$ cat src/design/iee_pkg.sv
`timescale 1ns / 1ps

package iee_pkg;

    localparam int VALUE_DEPTH_DEF    = 16;
    localparam int OPERATOR_DEPTH_DEF = 16;
    localparam int DATA_W             = 32;

    localparam logic [7:0] CH_PLUS   = 8'h2B;
    localparam logic [7:0] CH_MINUS  = 8'h2D;
    localparam logic [7:0] CH_STAR   = 8'h2A;
    localparam logic [7:0] CH_SLASH  = 8'h2F;
    localparam logic [7:0] CH_LPAREN = 8'h28;
    localparam logic [7:0] CH_RPAREN = 8'h29;
    localparam logic [7:0] CH_ZERO   = 8'h30;
    localparam logic [7:0] CH_NINE   = 8'h39;

    typedef enum logic [2:0] {
        OPC_LPAREN = 3'd0,
        OPC_ADD    = 3'd1,
        OPC_SUB    = 3'd2,
        OPC_MUL    = 3'd3,
        OPC_DIV    = 3'd4
    } op_code_t;

    typedef enum logic [1:0] {
        ST_OK        = 2'd0,
        ST_DIVZERO   = 2'd1,
        ST_MALFORMED = 2'd2,
        ST_OVERFLOW  = 2'd3
    } status_t;

    typedef enum logic [4:0] {
        S_IDLE,
        S_CHAR,
        S_OPS,
        S_RPAR_RD,
        S_RPAR_CHK,
        S_OP_RD,
        S_OP_CHK,
        S_RED,
        S_RED_B,
        S_RED_A,
        S_RED_WAIT,
        S_END,
        S_FIN_FLUSH,
        S_FIN_RD,
        S_FIN_OP,
        S_FIN_CHK,
        S_FIN_VAL
    } state_t;

    typedef struct packed {
        logic     start;
        op_code_t op;
    } alu_ctl_t;

    typedef struct packed {
        logic busy;
        logic done;
        logic div_zero;
    } alu_stat_t;

    function automatic logic [1:0] prec_of(input logic [2:0] code);
        logic [1:0] p;
        case (code)
            OPC_ADD, OPC_SUB: p = 2'd1;
            OPC_MUL, OPC_DIV: p = 2'd2;
            default:          p = 2'd0;
        endcase
        return p;
    endfunction

    function automatic op_code_t char_to_op(input logic [7:0] c);
        op_code_t o;
        case (c)
            CH_PLUS:  o = OPC_ADD;
            CH_MINUS: o = OPC_SUB;
            CH_STAR:  o = OPC_MUL;
            CH_SLASH: o = OPC_DIV;
            default:  o = OPC_LPAREN;
        endcase
        return o;
    endfunction

endpackage

$ cat src/design/iee_ram.sv
`timescale 1ns / 1ps

module iee_ram #(
    parameter int WIDTH = 32,
    parameter int DEPTH = 16
) (
    input  logic                     clk,
    input  logic                     we,
    input  logic [$clog2(DEPTH)-1:0] waddr,
    input  logic [WIDTH-1:0]         wdata,
    input  logic [$clog2(DEPTH)-1:0] raddr,
    output logic [WIDTH-1:0]         rdata
);

    logic [WIDTH-1:0] mem [DEPTH];
    logic [WIDTH-1:0] rdata_reg;

    always_ff @(posedge clk)
    begin
        if (we)
        begin
            mem[waddr] <= wdata;
        end
        rdata_reg <= mem[raddr];
    end

    assign rdata = rdata_reg;

endmodule

$ cat src/design/iee_alu.sv
`timescale 1ns / 1ps

module iee_alu (
    input  logic                    clk,
    input  logic                    rst_n,
    input  iee_pkg::alu_ctl_t       ctl,
    input  logic [31:0]             a,
    input  logic [31:0]             b,
    output iee_pkg::alu_stat_t      stat,
    output logic [31:0]             res
);

    import iee_pkg::*;

    logic        busy_reg, busy_next;
    logic        done_reg, done_next;
    logic        dz_reg, dz_next;
    logic [4:0]  cnt_reg, cnt_next;
    logic [31:0] rem_reg, rem_next;
    logic [31:0] quo_reg, quo_next;
    logic [31:0] mb_reg, mb_next;
    logic        neg_reg, neg_next;
    logic [31:0] res_reg, res_next;

    logic [32:0] trial;
    logic        ge;
    logic [31:0] quo_step;
    logic [31:0] prod;

    always_ff @(posedge clk or negedge rst_n)
    begin
        if (!rst_n)
        begin
            busy_reg <= 1'b0;
            done_reg <= 1'b0;
            dz_reg   <= 1'b0;
            cnt_reg  <= '0;
        end
        else
        begin
            busy_reg <= busy_next;
            done_reg <= done_next;
            dz_reg   <= dz_next;
            cnt_reg  <= cnt_next;
        end
    end

    always_ff @(posedge clk)
    begin
        rem_reg <= rem_next;
        quo_reg <= quo_next;
        mb_reg  <= mb_next;
        neg_reg <= neg_next;
        res_reg <= res_next;
    end

    // one restoring step per cycle on the magnitudes
    assign trial    = {rem_reg, quo_reg[31]} - {1'b0, mb_reg};
    assign ge       = ({rem_reg, quo_reg[31]} >= {1'b0, mb_reg});
    assign quo_step = {quo_reg[30:0], ge};
    // only the low word of the product is kept
    assign prod     = a * b;

    always_comb
    begin
        busy_next = busy_reg;
        done_next = 1'b0;
        dz_next   = 1'b0;
        cnt_next  = cnt_reg;
        rem_next  = rem_reg;
        quo_next  = quo_reg;
        mb_next   = mb_reg;
        neg_next  = neg_reg;
        res_next  = res_reg;
        if (busy_reg)
        begin
            rem_next = ge ? trial[31:0] : {rem_reg[30:0], quo_reg[31]};
            quo_next = quo_step;
            cnt_next = cnt_reg + 5'd1;
            if (cnt_reg == 5'd31)
            begin
                busy_next = 1'b0;
                done_next = 1'b1;
                res_next  = neg_reg ? (32'd0 - quo_step) : quo_step;
            end
        end
        else if (ctl.start)
        begin
            case (ctl.op)
                OPC_ADD:
                begin
                    res_next  = a + b;
                    done_next = 1'b1;
                end
                OPC_SUB:
                begin
                    res_next  = a - b;
                    done_next = 1'b1;
                end
                OPC_MUL:
                begin
                    res_next  = prod;
                    done_next = 1'b1;
                end
                OPC_DIV:
                begin
                    if (b == 32'd0)
                    begin
                        done_next = 1'b1;
                        dz_next   = 1'b1;
                    end
                    else
                    begin
                        busy_next = 1'b1;
                        cnt_next  = '0;
                        rem_next  = '0;
                        quo_next  = a[31] ? (32'd0 - a) : a;
                        mb_next   = b[31] ? (32'd0 - b) : b;
                        neg_next  = a[31] ^ b[31];
                    end
                end
                default:
                begin
                    res_next  = '0;
                    done_next = 1'b1;
                end
            endcase
        end
    end

    assign stat.busy     = busy_reg;
    assign stat.done     = done_reg;
    assign stat.div_zero = dz_reg;
    assign res           = res_reg;

    property p_start_idle;
        @(posedge clk) disable iff (!rst_n) ctl.start |-> !busy_reg;
    endproperty
    a_start_idle: assert property (p_start_idle) else $error("alu started while busy");

    property p_dz_done;
        @(posedge clk) disable iff (!rst_n) dz_reg |-> done_reg;
    endproperty
    a_dz_done: assert property (p_dz_done) else $error("divide by zero without done");

    property p_done_not_busy;
        @(posedge clk) disable iff (!rst_n) done_reg |-> !busy_reg;
    endproperty
    a_done_not_busy: assert property (p_done_not_busy) else $error("done while busy");

endmodule

$ cat src/design/infix_expression_evaluator_unit.sv
`timescale 1ns / 1ps

// Evaluates an infix expression (+ - * / with parentheses, decimal numbers,
// 32-bit wrapping arithmetic, division toward zero) fed one character per beat;
// the beat with last set yields one result beat with a status code. The unit
// takes one character at a time: a digit, a skipped character or any character
// after an error needs no arithmetic, an operator or parenthesis may start
// reductions, and the final character also pushes any pending number and
// reduces the operators left on the stack. Each reduction goes through the
// shared arithmetic unit; its restoring divider resolves one quotient bit per
// cycle. Stacks live in two single-port-read RAMs with registered reads.
module infix_expression_evaluator_unit #(
    parameter int VALUE_DEPTH    = iee_pkg::VALUE_DEPTH_DEF,
    parameter int OPERATOR_DEPTH = iee_pkg::OPERATOR_DEPTH_DEF
) (
    input  logic        clk,
    input  logic        rst_n,
    input  logic [7:0]  ch,
    input  logic        last,
    input  logic        in_valid,
    output logic        in_stall,
    output logic [31:0] result,
    output logic [1:0]  status,
    output logic        out_valid,
    input  logic        out_stall
);

    import iee_pkg::*;

    localparam int VAW = $clog2(VALUE_DEPTH);
    localparam int VCW = $clog2(VALUE_DEPTH + 1);
    localparam int OAW = $clog2(OPERATOR_DEPTH);
    localparam int OCW = $clog2(OPERATOR_DEPTH + 1);
    localparam logic [VCW-1:0] VFULL = VCW'(VALUE_DEPTH);
    localparam logic [OCW-1:0] OFULL = OCW'(OPERATOR_DEPTH);

    state_t          state_reg, state_next;
    state_t          ret_reg, ret_next;
    logic [VCW-1:0]  vcnt_reg, vcnt_next;
    logic [OCW-1:0]  ocnt_reg, ocnt_next;
    logic [31:0]     acc_reg, acc_next;
    logic            innum_reg, innum_next;
    status_t         err_reg, err_next;
    logic [7:0]      ch_reg, ch_next;
    logic            last_reg, last_next;
    op_code_t        op_reg, op_next;
    logic [31:0]     b_reg, b_next;
    logic            ovalid_reg, ovalid_next;
    logic [31:0]     res_reg, res_next;
    status_t         stat_reg, stat_next;

    logic            v_we;
    logic [VAW-1:0]  v_waddr, v_raddr;
    logic [31:0]     v_wdata, v_rdata;
    logic            o_we;
    logic [OAW-1:0]  o_waddr, o_raddr;
    logic [2:0]      o_wdata, o_rdata;

    alu_ctl_t        alu_ctl;
    alu_stat_t       alu_stat;
    logic [31:0]     alu_res;

    logic [VCW-1:0]  vm1, vm2;
    logic [OCW-1:0]  om1;
    logic            is_digit;
    logic [31:0]     acc_mul;
    op_code_t        ch_op;

    assign vm1      = vcnt_reg - VCW'(1);
    assign vm2      = vcnt_reg - VCW'(2);
    assign om1      = ocnt_reg - OCW'(1);
    assign is_digit = (ch_reg >= CH_ZERO) && (ch_reg <= CH_NINE);
    assign acc_mul  = (acc_reg << 3) + (acc_reg << 1) + {24'd0, ch_reg - CH_ZERO};
    assign ch_op    = char_to_op(ch_reg);
    assign o_raddr  = om1[OAW-1:0];

    iee_ram #(.WIDTH(32), .DEPTH(VALUE_DEPTH)) u_vstack (
        .clk   (clk),
        .we    (v_we),
        .waddr (v_waddr),
        .wdata (v_wdata),
        .raddr (v_raddr),
        .rdata (v_rdata)
    );

    iee_ram #(.WIDTH(3), .DEPTH(OPERATOR_DEPTH)) u_ostack (
        .clk   (clk),
        .we    (o_we),
        .waddr (o_waddr),
        .wdata (o_wdata),
        .raddr (o_raddr),
        .rdata (o_rdata)
    );

    iee_alu u_alu (
        .clk   (clk),
        .rst_n (rst_n),
        .ctl   (alu_ctl),
        .a     (v_rdata),
        .b     (b_reg),
        .stat  (alu_stat),
        .res   (alu_res)
    );

    always_ff @(posedge clk or negedge rst_n)
    begin
        if (!rst_n)
        begin
            state_reg  <= S_IDLE;
            ret_reg    <= S_IDLE;
            vcnt_reg   <= '0;
            ocnt_reg   <= '0;
            acc_reg    <= '0;
            innum_reg  <= 1'b0;
            err_reg    <= ST_OK;
            last_reg   <= 1'b0;
            ovalid_reg <= 1'b0;
        end
        else
        begin
            state_reg  <= state_next;
            ret_reg    <= ret_next;
            vcnt_reg   <= vcnt_next;
            ocnt_reg   <= ocnt_next;
            acc_reg    <= acc_next;
            innum_reg  <= innum_next;
            err_reg    <= err_next;
            last_reg   <= last_next;
            ovalid_reg <= ovalid_next;
        end
    end

    always_ff @(posedge clk)
    begin
        ch_reg   <= ch_next;
        op_reg   <= op_next;
        b_reg    <= b_next;
        res_reg  <= res_next;
        stat_reg <= stat_next;
    end

    always_comb
    begin
        state_next  = state_reg;
        ret_next    = ret_reg;
        vcnt_next   = vcnt_reg;
        ocnt_next   = ocnt_reg;
        acc_next    = acc_reg;
        innum_next  = innum_reg;
        err_next    = err_reg;
        ch_next     = ch_reg;
        last_next   = last_reg;
        op_next     = op_reg;
        b_next      = b_reg;
        res_next    = res_reg;
        stat_next   = stat_reg;
        ovalid_next = ovalid_reg && out_stall;
        v_we        = 1'b0;
        v_waddr     = vcnt_reg[VAW-1:0];
        v_wdata     = acc_reg;
        v_raddr     = vm1[VAW-1:0];
        o_we        = 1'b0;
        o_waddr     = ocnt_reg[OAW-1:0];
        o_wdata     = OPC_LPAREN;
        alu_ctl     = '{start: 1'b0, op: op_reg};

        case (state_reg)
            S_IDLE:
            begin
                if (in_valid)
                begin
                    ch_next    = ch;
                    last_next  = last;
                    state_next = S_CHAR;
                end
            end
            S_CHAR:
            begin
                if (err_reg != ST_OK)
                begin
                    state_next = S_END;
                end
                else if (is_digit)
                begin
                    acc_next   = acc_mul;
                    innum_next = 1'b1;
                    state_next = S_END;
                end
                else
                begin
                    if (innum_reg)
                    begin
                        innum_next = 1'b0;
                        acc_next   = '0;
                        if (vcnt_reg == VFULL)
                        begin
                            err_next = ST_OVERFLOW;
                        end
                        else
                        begin
                            v_we      = 1'b1;
                            vcnt_next = vcnt_reg + VCW'(1);
                        end
                    end
                    state_next = S_OPS;
                end
            end
            S_OPS:
            begin
                state_next = S_END;
                if (err_reg == ST_OK)
                begin
                    if (ch_reg == CH_LPAREN)
                    begin
                        if (ocnt_reg == OFULL)
                        begin
                            err_next = ST_OVERFLOW;
                        end
                        else
                        begin
                            o_we      = 1'b1;
                            ocnt_next = ocnt_reg + OCW'(1);
                        end
                    end
                    else if (ch_reg == CH_RPAREN)
                    begin
                        state_next = S_RPAR_RD;
                    end
                    else if (ch_op != OPC_LPAREN)
                    begin
                        state_next = S_OP_RD;
                    end
                end
            end
            S_RPAR_RD:
            begin
                if (err_reg != ST_OK)
                begin
                    state_next = S_END;
                end
                else if (ocnt_reg == '0)
                begin
                    err_next   = ST_MALFORMED;
                    state_next = S_END;
                end
                else
                begin
                    state_next = S_RPAR_CHK;
                end
            end
            S_RPAR_CHK:
            begin
                if (o_rdata == OPC_LPAREN)
                begin
                    ocnt_next  = om1;
                    state_next = S_END;
                end
                else
                begin
                    ret_next   = S_RPAR_RD;
                    state_next = S_RED;
                end
            end
            S_OP_RD:
            begin
                if (err_reg != ST_OK)
                begin
                    state_next = S_END;
                end
                else if (ocnt_reg == '0)
                begin
                    state_next = S_OP_CHK;
                end
                else
                begin
                    state_next = S_OP_CHK;
                end
            end
            S_OP_CHK:
            begin
                if (ocnt_reg != '0 && prec_of(o_rdata) >= prec_of(ch_op))
                begin
                    ret_next   = S_OP_RD;
                    state_next = S_RED;
                end
                else
                begin
                    state_next = S_END;
                    if (ocnt_reg == OFULL)
                    begin
                        err_next = ST_OVERFLOW;
                    end
                    else
                    begin
                        o_we      = 1'b1;
                        o_wdata   = ch_op;
                        ocnt_next = ocnt_reg + OCW'(1);
                    end
                end
            end
            S_RED:
            begin
                op_next = op_code_t'(o_rdata);
                if (vcnt_reg < VCW'(2))
                begin
                    err_next   = ST_MALFORMED;
                    state_next = ret_reg;
                end
                else
                begin
                    state_next = S_RED_B;
                end
            end
            S_RED_B:
            begin
                b_next     = v_rdata;
                v_raddr    = vm2[VAW-1:0];
                state_next = S_RED_A;
            end
            S_RED_A:
            begin
                if (op_reg == OPC_LPAREN || op_reg > OPC_DIV)
                begin
                    err_next   = ST_MALFORMED;
                    state_next = ret_reg;
                end
                else
                begin
                    alu_ctl.start = 1'b1;
                    state_next    = S_RED_WAIT;
                end
            end
            S_RED_WAIT:
            begin
                if (alu_stat.done)
                begin
                    ocnt_next  = om1;
                    vcnt_next  = vm1;
                    state_next = ret_reg;
                    if (alu_stat.div_zero)
                    begin
                        err_next = ST_DIVZERO;
                    end
                    else
                    begin
                        v_we    = 1'b1;
                        v_waddr = vm2[VAW-1:0];
                        v_wdata = alu_res;
                    end
                end
            end
            S_END:
            begin
                state_next = last_reg ? S_FIN_FLUSH : S_IDLE;
            end
            S_FIN_FLUSH:
            begin
                if (err_reg == ST_OK && innum_reg)
                begin
                    if (vcnt_reg == VFULL)
                    begin
                        err_next = ST_OVERFLOW;
                    end
                    else
                    begin
                        v_we      = 1'b1;
                        vcnt_next = vcnt_reg + VCW'(1);
                    end
                end
                state_next = S_FIN_RD;
            end
            S_FIN_RD:
            begin
                if (err_reg != ST_OK || ocnt_reg == '0)
                begin
                    state_next = S_FIN_CHK;
                end
                else
                begin
                    state_next = S_FIN_OP;
                end
            end
            S_FIN_OP:
            begin
                if (o_rdata == OPC_LPAREN)
                begin
                    err_next   = ST_MALFORMED;
                    state_next = S_FIN_CHK;
                end
                else
                begin
                    ret_next   = S_FIN_RD;
                    state_next = S_RED;
                end
            end
            S_FIN_CHK:
            begin
                if (err_reg == ST_OK && vcnt_reg == '0)
                begin
                    err_next = ST_MALFORMED;
                end
                state_next = S_FIN_VAL;
            end
            S_FIN_VAL:
            begin
                if (!ovalid_reg || !out_stall)
                begin
                    res_next    = (err_reg == ST_OK) ? v_rdata : 32'd0;
                    stat_next   = err_reg;
                    ovalid_next = 1'b1;
                    vcnt_next   = '0;
                    ocnt_next   = '0;
                    acc_next    = '0;
                    innum_next  = 1'b0;
                    err_next    = ST_OK;
                    state_next  = S_IDLE;
                end
            end
            default:
            begin
                state_next = S_IDLE;
            end
        endcase
    end

    assign in_stall  = (state_reg != S_IDLE);
    assign out_valid = ovalid_reg;
    assign result    = res_reg;
    assign status    = stat_reg;

    property p_vcnt_range;
        @(posedge clk) disable iff (!rst_n) vcnt_reg <= VFULL;
    endproperty
    a_vcnt_range: assert property (p_vcnt_range) else $error("value count past depth");

    property p_ocnt_range;
        @(posedge clk) disable iff (!rst_n) ocnt_reg <= OFULL;
    endproperty
    a_ocnt_range: assert property (p_ocnt_range) else $error("operator count past depth");

    property p_alu_busy_wait;
        @(posedge clk) disable iff (!rst_n) alu_stat.busy |-> state_reg == S_RED_WAIT;
    endproperty
    a_alu_busy_wait: assert property (p_alu_busy_wait) else $error("divider busy outside wait");

    property p_clear_after_result;
        @(posedge clk) disable iff (!rst_n)
            (state_reg == S_FIN_VAL && state_next == S_IDLE)
            |=> (vcnt_reg == '0 && ocnt_reg == '0 && err_reg == ST_OK && out_valid);
    endproperty
    a_clear_after_result: assert property (p_clear_after_result)
        else $error("state not cleared after result");

endmodule
$ cat config.mk
export PLATFORM = sky130hd
export DESIGN_NAME = infix_expression_evaluator_unit
export DESIGN_NICKNAME = d
export VERILOG_FILES = /design/src/design/iee_pkg.sv /design/src/design/iee_ram.sv /design/src/design/iee_alu.sv /design/src/design/infix_expression_evaluator_unit.sv
export SDC_FILE = /design/constraint.sdc
export NUM_CORES = 2
export LEC_CHECK = 0
export ABC_CLOCK_PERIOD_IN_PS = 17400
export BUFFER_PORTS_ARGS = -buffer_cell sky130_fd_sc_hd__buf_4
export CAP_MARGIN = 10
export CORE_MARGIN = 3
export CORE_UTILIZATION = 52
export CTS_CLUSTER_SIZE = 30
export DETAILED_ROUTE_END_ITERATION = 8
export GPL_TIMING_DRIVEN = 0
export MAX_ROUTING_LAYER = met4
export PLACE_DENSITY = 0.7
export SLEW_MARGIN = 40
export SYNTH_ARGS = -nofsm -noshare
export SYNTH_HDL_FRONTEND = slang
export SYNTH_SLANG_ARGS = --single-unit
$ cat constraint.sdc
create_clock -name clk -period 17.4 [get_ports clk]
set_input_delay 2.61 -clock clk [delete_from_list [all_inputs] [get_ports clk]]
set_output_delay 2.61 -clock clk [all_outputs]
set_load 0.01 [all_outputs]
==> run metrics <==
outcome complete, no violations; met2 routed WL 83.3 mm; post-CTS setup buffers 0; cts bufs inserted 91; total routed wirelength roughly 180 mm; CORE AREA 109,000 um^2; wire per inst 26.9 um; area share of the largest cell type after synthesis 0.401; Async S/R FF share, synth 0.0740; DRT met1 WL 67.5 mm; Initial Util 0.526; antenna-violating nets left 0; largest net degree at the start of global routing 65; crit end category flip-flop; First DRT Iteration DRCs 4,126; DR vias 39,900; Area Growth Syn to Fin 11.4%; initial antenna violation count 14; die width 338 um; CP max FO 10; nets approximately 5,700; Post-synth top flop edfxtp_1; met3 wire length 16.3 mm; post-route clock skew 0.0367 ns; Max transition margin 0.368; PortBufs 48; yosys warns 0; post-synthesis cell count 4,852; worst min path class flip-flop to flip-flop; syn_area_per_cell 11.8 um^2; # IOs 49; GP Congestion 1.02; Hold-fix buffers, CTS 0; final-report hold violation count 0; Max-Cap Viols 0; Post-DP HPWL 131 mm; Top reg by flops u_vstack.mem; FMAX 105 MHz; Row Count 121; grt total ovfl 0; vias in the first global route ~41,000; CP Launch Type flip-flop; clock root buffer clkbuf_16; share of cells above drive strength 1 0.0954; biggest regs u_vstack.mem (512), u_ostack.mem (48); worst-margin pin slew 0.948 ns; deepest clock path buffer count 3; final setup fails 0; Post-synth EDFFs 766; htree depth 3; Post-synth top cells edfxtp_1, nand2_1, inv_1; synth top area cells edfxtp_1, fa_1, ha_1; Synth cell types 90; Remaining DRCs 0; register area share after synthesis 0.441; fin crit share 0.549; global-route wire length before repair between 200 and 300 mm; worst path required time 17.89 ns; clock latency on the worst-skew pair 0.69 ns; Vias/cell around 6.0; most frequent cell after synthesis edfxtp_1; Net Count, Synth approximately 5,500; max layer used met4; die area approximately 110,000 um^2; Netlist Area Pre-Place 57,400 um^2; RSZ-0062 raised after global routing false; Setup CP Type flip-flop to flip-flop; setup_tns 0 ns; clk sinks just under 900; min Tclk post-route 9.54 ns; Crit path arrival time 10.03 ns; # resized after CTS 0; fin. max-slew vios 0; Total GRT Usage 0.319; 1st-pass router iterations 5; Synth area leader edfxtp_1; CTS tree done; Die Height 338 um; Yosys reg bits a little under 900; max reg flops 512; clk slew on worst S/H paths around 0.060 ns
-- final cells by class --
class                           count  area (um^2)
Antenna cell                        9         22.5
Inverter                          460         1730
Clock buffer                      106         2380
Tap cell                         1476         1850
Fill cell                        8807        45200
Buffer                            260         1030
Multi-Input combinational cell   3267        29600
Timing Repair Buffer               99         1390
Clock inverter                     60          649
Sequential cell                   865        25300
-- metrics by stage --
step / area [um^2] / std cells / hold slack (ns) / setup WS (ns) / utilization
floorplan: 57400 / 4852 / 0.406 / 10.18 / -
global placement: 59600 / 6376 / 0.429 / 7.95 / 0.546
detailed placement: 60900 / 6425 / 0.453 / 8.13 / 0.558
CTS: 63900 / 6591 / 0.447 / 8.06 / 0.586
global route: 64000 / 6598 / 0.475 / 7.91 / 0.586
finish: 64000 / 6602 / 0.450 / 7.86 / 0.586
-- kinds of logic after synthesis --
family          Yosys count  synth area share
xor+xnor                279            0.0425
buf+inv                 720            0.0474
flops                   865             0.441
compound gates          712            0.0802
simple gates           1406             0.122
fa+ha+maj               678             0.202
mux                     192            0.0647
-- metal layers --
| metal | vias to the layer above | track usage |
|---|---|---|
| met3 | 467 | 0.0622 |
| met4 | 0 | 0.163 |
| met1 | 20100 | 0.400 |
| met2 | 2037 | 0.498 |
| li1 | 17300 | - |
| met5 | - | - |
-- final timing paths --
kind	start	slack [ns]	cells after the start	endpoint
max in group asynchronous	rst_n	14.90	1	ocnt_reg[3]
min in group asynchronous	rst_n	1.93	1	acc_reg[6]
min	u_vstack.rdata[31]	0.45	0	b_reg[31]
min reg2reg	u_vstack.rdata[31]	0.45	0	b_reg[31]
max reg2reg	u_vstack.rdata[4]	7.86	25	u_alu.res[23]
max	u_vstack.rdata[4]	7.86	25	u_alu.res[23]
-- critical path, cell delays in order, from the launching register on --
cell and delay [ns]:
dfxtp_1 0.85, clkbuf_2 0.52, clkbuf_1 0.69, nand2_1 0.18, fa_1 0.52, inv_1 0.11
fa_1 0.43, fa_1 0.51, inv_1 0.05, fa_1 0.47, inv_1 0.05, ha_1 0.26
ha_1 0.28, fa_1 0.52, fa_1 0.45, ha_1 0.36, o21a_1 0.21, o21ai_0 0.22
a21oi_1 0.10, a21oi_1 0.45, a31oi_1 0.29, o31ai_1 0.76, a21boi_0 0.25, o21ai_0 0.20
nand3b_1 0.26, a22oi_1 0.34
-- placed cells by master (no fill, tap or decap), types with 27 or more instances in the layout --
| cell type | n |
|---|---|
| nor2_1 | 140 |
| fa_1 | 416 |
| buf_16 | 28 |
| clkbuf_16 | 92 |
| nand2_1 | 563 |
| a211oi_1 | 55 |
| o21ai_0 | 159 |
| nor2b_1 | 69 |
| a21o_1 | 69 |
| mux2i_1 | 44 |
| dfxtp_1 | 34 |
| buf_4 | 58 |
| nor3_1 | 49 |
| mux4_2 | 143 |
| and2_1 | 352 |
| xnor2_1 | 149 |
| or3_1 | 27 |
| a21oi_1 | 184 |
| dfrtp_1 | 64 |
| clkbuf_1 | 210 |
| edfxtp_1 | 766 |
| inv_1 | 458 |
| xor2_1 | 129 |
| nand3_1 | 41 |
| nand2b_1 | 37 |
| o31ai_1 | 41 |
| ha_1 | 262 |
Power is left out: the tool's default activity adds up to more than one toggle a clock period on the data nets, which glitch-free logic cannot reach.
